<file path="src/design/icm_pkg.sv">
package icm_pkg;

  // field widths
  localparam int S_W  = 24;            // scale, Q8.16
  localparam int Q_W  = 16;            // quaternion component, Q2.14
  localparam int P_W  = 32;            // position, Q16.16
  localparam int M_W  = 24;            // matrix entry, Q8.16
  localparam int QP_W = 2 * Q_W;       // quaternion product, Q.28
  localparam int H_W  = QP_W + 1;      // half rotation entry, Q.27
  localparam int MP_W = S_W + H_W;     // scale * half rotation, Q.43

  localparam int FRAC_S   = 16;
  localparam int ROUND_SH = 27;        // Q.43 -> Q.16
  localparam int RQ_W     = MP_W + 1 - ROUND_SH;

  localparam int IN_W   = 3 * S_W + 4 * Q_W + 3 * P_W;
  localparam int OUT_W  = 9 * M_W + 3 * P_W;
  localparam int CFG_AW = 2;

  localparam int S_LO = 0;
  localparam int Q_LO = 3 * S_W;
  localparam int P_LO = Q_LO + 4 * Q_W;

  typedef enum logic [CFG_AW-1:0] {
    CFG_USE_SCALE       = 2'd0,
    CFG_USE_ROTATION    = 2'd1,
    CFG_USE_TRANSLATION = 2'd2
  } cfg_idx_t;

  typedef logic signed [H_W-1:0] hval_t;
  typedef logic signed [S_W-1:0] scale_t;
  typedef logic signed [MP_W-1:0] mprod_t;
  typedef logic signed [M_W-1:0] mval_t;

  localparam hval_t  H_ONE = hval_t'(64'sd1 <<< ROUND_SH);   // 1.0 in Q.28, halved
  localparam scale_t S_ONE = scale_t'(64'sd1 <<< FRAC_S);

  typedef struct packed {
    logic signed [QP_W-1:0] xx, yy, zz, xy, xz, yz, xw, yw, zw;
  } qprod_t;

  typedef struct packed {
    qprod_t                    qp;
    logic [2:0][S_W-1:0]       s;
    logic [2:0][P_W-1:0]       tr;
  } st1_t;

  typedef struct packed {
    logic [2:0][2:0][H_W-1:0]  h;
    logic [2:0][S_W-1:0]       s;
    logic [2:0][P_W-1:0]       tr;
  } st2_t;

  // round half up at bit ROUND_SH, then clamp to Q8.16
  function automatic mval_t sat_round(input mprod_t p);
    logic signed [MP_W:0]   t;
    logic signed [RQ_W-1:0] q;
    mval_t                  res;
    t = $signed({p[MP_W-1], p}) + $signed((MP_W+1)'(64'sd1 <<< (ROUND_SH - 1)));
    q = t[MP_W:ROUND_SH];
    if (q[RQ_W-1:M_W-1] == '0 || q[RQ_W-1:M_W-1] == '1) begin
      res = q[M_W-1:0];
    end else if (q[RQ_W-1]) begin
      res = {1'b1, {(M_W-1){1'b0}}};
    end else begin
      res = {1'b0, {(M_W-1){1'b1}}};
    end
    return res;
  endfunction

endpackage

</file>
<file path="src/design/icm_rot.sv">
module icm_rot (
  input  logic           clk,
  input  logic           en,
  input  logic           use_rotation,
  input  icm_pkg::st1_t  st1,
  output icm_pkg::st2_t  st2_r
);
  import icm_pkg::*;

  st2_t  st2_nxt;
  hval_t xx, yy, zz, xy, xz, yz, xw, yw, zw;

  assign xx = hval_t'(st1.qp.xx);
  assign yy = hval_t'(st1.qp.yy);
  assign zz = hval_t'(st1.qp.zz);
  assign xy = hval_t'(st1.qp.xy);
  assign xz = hval_t'(st1.qp.xz);
  assign yz = hval_t'(st1.qp.yz);
  assign xw = hval_t'(st1.qp.xw);
  assign yw = hval_t'(st1.qp.yw);
  assign zw = hval_t'(st1.qp.zw);

  // entries are kept halved; the factor two folds into the final rounding shift
  always_comb begin
    st2_nxt.s  = st1.s;
    st2_nxt.tr = st1.tr;
    if (use_rotation) begin
      st2_nxt.h[0][0] = H_ONE - (yy + zz);
      st2_nxt.h[0][1] = xy + zw;
      st2_nxt.h[0][2] = xz - yw;
      st2_nxt.h[1][0] = xy - zw;
      st2_nxt.h[1][1] = H_ONE - (xx + zz);
      st2_nxt.h[1][2] = yz + xw;
      st2_nxt.h[2][0] = xz + yw;
      st2_nxt.h[2][1] = yz - xw;
      st2_nxt.h[2][2] = H_ONE - (xx + yy);
    end else begin
      for (int i = 0; i < 3; i++) begin
        for (int j = 0; j < 3; j++) begin
          st2_nxt.h[i][j] = (i == j) ? H_ONE : '0;
        end
      end
    end
  end

  always_ff @(posedge clk) begin
    if (en) begin
      st2_r <= st2_nxt;
    end
  end

endmodule

</file>
<file path="config.mk">
export PLATFORM = sky130hd
export DESIGN_NAME = icm_rot
export DESIGN_NICKNAME = d
export VERILOG_FILES = /design/src/design/icm_pkg.sv /design/src/design/icm_rot.sv
export SDC_FILE = /design/constraint.sdc
export NUM_CORES = 1
export LEC_CHECK = 0
export ABC_AREA = 1
export BUFFER_PORTS_ARGS = -buffer_cell sky130_fd_sc_hd__buf_4
export CAP_MARGIN = 10
export CORE_AREA = 2 2 357 359
export DETAILED_ROUTE_END_ITERATION = 8
export DIE_AREA = 0 0 359 361
export GPL_TIMING_DRIVEN = 0
export SLEW_MARGIN = 10
export SYNTH_ARGS = -nofsm -noshare
export SYNTH_HDL_FRONTEND = slang
export SYNTH_SLANG_ARGS = --single-unit
</file>
<file path="constraint.sdc">
create_clock -name clk -period 2 [get_ports clk]
set_input_delay 0.3 -clock clk [delete_from_list [all_inputs] [get_ports clk]]
set_output_delay 0.3 -clock clk [all_outputs]
set_load 0.005 [all_outputs]
</file>
# Word-level counts from Yosys, hierarchy flattened
# Index checks and enable logic that the tools add are counted.
[word_totals] reg_bits=465 in_bits=459 out_inout_bits=465 elab_cells=27
[classes] addsub=12
[ops] operator="$add 32x32->33" n=6
[ops] operator="$sub 29x33->33 const A" n=3
[ops] operator="$sub 32x32->33" n=3

# Longest topological paths before layout
[depth] ltp_word=2 ltp_mapped=16 depth_no_buf=16

# Worst setup path after synthesis
# No wires, ideal clock.
[synth_timing] path_kind="input -> register" startpoint="input port st1[361] (netlist bit)" endpoint="register st2_r[331] (netlist bit) (data pin)" setup_ps=255 t_arrival_ps=1908 required_time_ps=1745 slack_ps=-163 path_stages=14 path_cell_list="ha_1 -> inv_1 -> ha_1 -> fa_1 -> nand2_1 -> a21oi_2 -> nand2_1 -> nand2_1 -> nand2_1 -> nand2_1 -> nand2_1 -> nand3_1 -> nand2_1 -> nor2_1"
[synth_via] elab_chain_len=2
[synth_rtl] item="start, declared" line="icm_rot.sv:5" source="input icm_pkg::st1_t st1,"
[synth_rtl] item="$add 32x32->33" line="icm_rot.sv:32" source="st2_nxt.h[1][1] = H_ONE - (xx + zz);"
[synth_rtl] item="$sub 29x33->33" line="icm_rot.sv:32"
[synth_rtl] item="end signal, assigned" line="icm_rot.sv:48" source="st2_r <= st2_nxt;"
[synth_rtl] item="end, declared" line="icm_rot.sv:6" source="output icm_pkg::st2_t st2_r"
# Every way passes these cells.
# A chain may end at the register's enable or synchronous reset.

# Final worst setup path
[layout_timing] startpoint="input port st1[363] (netlist bit)" endpoint="register st2_r[318] (netlist bit) (data pin)"
# The elaborated chain is that of the path after synthesis.

==> metrics.md <==
| Metric | Value |
|---|---|
| H-tree levels | `2` |
| Synth warn | `0` |
| Seq/Total Area, Yosys | `37.90%` |
| CORE AREA | `125400 um^2` |
| Min Tclk post-route | `2.010 ns` |
| Layout cells sized above 1 | `19.92%` |
| Hold path depth | `1` |
| Library cells used by synthesis | `39` |
| PwrDens | `702.0 nW/um^2` |
| Global Route met3 Usage | `6.446%` |
| CTS tree | `built` |
| Largest net degree at the start of global routing | `113` |
| Post-synthesis instance total | `5095` |
| Failing checks | `negative hold slack, negative setup slack` |
| VDD IR max | `0.5891 mV` |
| Post-Syn Area | `36600 um^2` |
| Met2 usage | `46.99%` |
| Worst setup SP type | `input port` |
| Vias | `37150` |
| Starting DRT DRC Count | `2579` |
| Clk buf depth | `3` |
| Largest registers | `st2_r (462)` |
| # port buffers | `922` |
| 1st-pass router iterations | `6` |
| First-pass GRT wire length | `245000 um` |
| Rel. slew slack | `20.28%` |
| Reg with most FFs | `st2_r` |
| Via density | `4.663` |
| Global-route usage over all layers | `25.86%` |
| Synthesized flop and latch total | `462` |
| Chip height | `361 um` |
| Hold_ws | `-0.006157 ns` |
| Area growth, synth to finish | `36.42%` |
| Static Leak | `25.67 nW` |
| Max Slew Vio Count | `0` |
| Total setup buffers inserted after CTS | `0` |
| Grt ovf | `0` |
| Sw Pwr | `0.01218 W` |
| Placed Area | `45810 um^2` |
| CTS clk-pin slew, worst paths | `0.07 ns` |
| Critical Path RT | `2.49 ns` |
| DRC | `0` |
| Grt peak-use layer | `met2` |
| DR WL/cell | `21.83 um` |
| Die area | `129600 um^2` |
| Fin area | `49930 um^2` |
| Root Driver | `clkbuf_16` |
| Inserted Clock Buffers | `59` |
| Routability cong. | `0.9433` |
| Setup crit end kind | `flop` |
| Crit-path max FO | `4` |
| Die width | `359 um` |
| Int Power | `0.02288 W` |
| Boundary Pins | `924` |
| Fin. Hold Viols | `1` |
| Hold Crit Class | `in -> reg` |
| Max-cap violations | `0` |
| Mapped Avg Cell Area | `7.184 um^2` |
| Switching Share | `34.74%` |
| Largest register FFs | `462` |
| Starting density of the core | `29.19%` |
| Reg power frac | `35.0%` |
| Detailed Route WL | `173900 um` |
| Met1 GRT Util | `29.20%` |
| Setup ws final | `-0.009772 ns` |
| Clock network fraction of total power | `32.9%` |
| Tot Pwr | `0.03505 W` |
| Kind of critical path | `in -> reg` |
| Core Rows | `130` |
| # clock sinks | `462` |
| Layout Nets | `7103` |
| Detail Route Antenna Nets | `0` |
| Worst Path Arrival | `2.50 ns` |
| Fmax | `497.6 MHz` |
| Gate power share | `32.0%` |
| Status | `finished with violations` |
| Worst-Margin Slew | `1.196 ns` |
| Vias in the first global route | `36320` |
| Final period util | `100.5%` |
| Syn Nets | `5944` |
| DP HPWL | `146400 um` |
| Antenna violations before repair | `33` |
| Final number of setup-violating endpoints | `1` |
final timing paths:
| kind | from | endpoint | slack (ns) |
|---|---|---|---|
| min | en | st2_r[398] | -0.006 |
| max | st1[363] | st2_r[318] | -0.01 |
area by class of cell:
cell class                      instances  area (um^2)
Timing Repair Buffer                 1098         8783
Clock buffer                           65         1499
Tap cell                             1650         2064
Fill cell                           13050        75470
Inverter                             1032         3915
Sequential cell                       462        13870
Multi-Input combinational cell       3498        18650
Buffer                                103        543.0
Clock inverter                         47        575.6
Antenna cell                           11        27.53
power groups by stage:
stage               Sequential (W)  Combinational (W)  Clock, W
floorplan                   0.0125            0.00519         0
finish                      0.0123             0.0112    0.0115
global route                0.0124             0.0124    0.0122
detailed placement          0.0125             0.0108         0
global placement            0.0125             0.0108         0
CTS                         0.0123             0.0112    0.0119
cell usage after synthesis, drive strengths merged:
library cell	n	area, um^2
nand2	1475	5564
nor4	5	31.28
nand4	9	56.30
edfxtp	462	13870
o21a	24	180.2
o21ai	232	1165
a21oi	486	2447
nand2b	3	18.77
or2	3	21.27
buf	70	371.6
clkinv	1	3.750
and2	13	83.83
nor2	550	2087
clkbuf	33	157.7
a21boi	2	18.77
nand3b	5	41.29
ha	381	4767
nand3	193	975.9
fa	9	180.2
nor3	55	290.3
inv	1031	3870
o21bai	53	397.9
per-stage QoR:
| stage | setup TNS [ns] | worst slack (ns) | hold slack, ns | util [%] | cells |
|---|---|---|---|---|---|
| floorplan | -0.009277 | -0.004570 | 0.3989 | - | 5095 |
| global placement | -1716.01 | -3.540 | 0.4780 | 36.41 | 7667 |
| detailed placement | -280.33 | -0.9142 | 0.4792 | 36.53 | 7672 |
| CTS | 0 | 0.003913 | 0.03746 | 39.62 | 7955 |
| global route | -0.1128 | -0.05514 | 0.006915 | 39.80 | 7958 |
| finish | -0.009772 | -0.009772 | -0.006157 | 39.82 | 7966 |
per-layer routing:
metal,share of wire (%),up-vias
met1,39,17160
met4,4.1,44
met3,6.8,250
met2,50,1153
met5,0.15,-
li1,-,18540
cell families (layout without fill, tap and decap cells):
kind of cell / after synthesis / count (layout) / share of synthesized area [%]
AND/OR/NAND/NOR: 2311 / 2311 / 25.05
adder cells (fa/ha/maj): 390 / 390 / 13.52
flip-flops: 462 / 462 / 37.90
other: 0 / 11 / 0
buffers and inverters: 1135 / 2345 / 12.03
AO/OA/AOI/OAI: 797 / 797 / 11.50
what timing repair did:
item                                    in CTS  in global routing
cloned                                       0                  0
hold buffers                               171                  0
endpoints found under the setup margin      39                259
endpoints found under the hold margin      171                  0
resized for setup                           29                 66
placed cells by master (no fill, tap or decap), drive strengths merged:
cell type and n:
edfxtp 462, o21bai 53, dlygate4sd3 171, o21ai 232
nor4 5, and2 13, nand4 9, nor2 550
nand3b 5, fa 9, clkdlybuf4s15 1, or2 3
nand2 1475, clkbuf 98, a21boi 2, o21a 24
inv 1023, nand3 193, nor3 55, diode 11
clkinvlp 19, ha 381, nand2b 3, buf 996
clkinv 27, a21oi 486, bufinv 10
critical path, cell delays in order:
cell,delay (ns)
buf_4,0.11
inv_1,0.21
ha_1,0.29
ha_1,0.34
a21oi_1,0.20
nand2_2,0.11
nand2_1,0.07
nand2_1,0.09
nand2_1,0.08
nand2_1,0.12
nand2_1,0.09
nand3_1,0.11
nand2_1,0.09
nand2_1,0.06
nor2_2,0.22
Power figures use the tool's default switching activity.
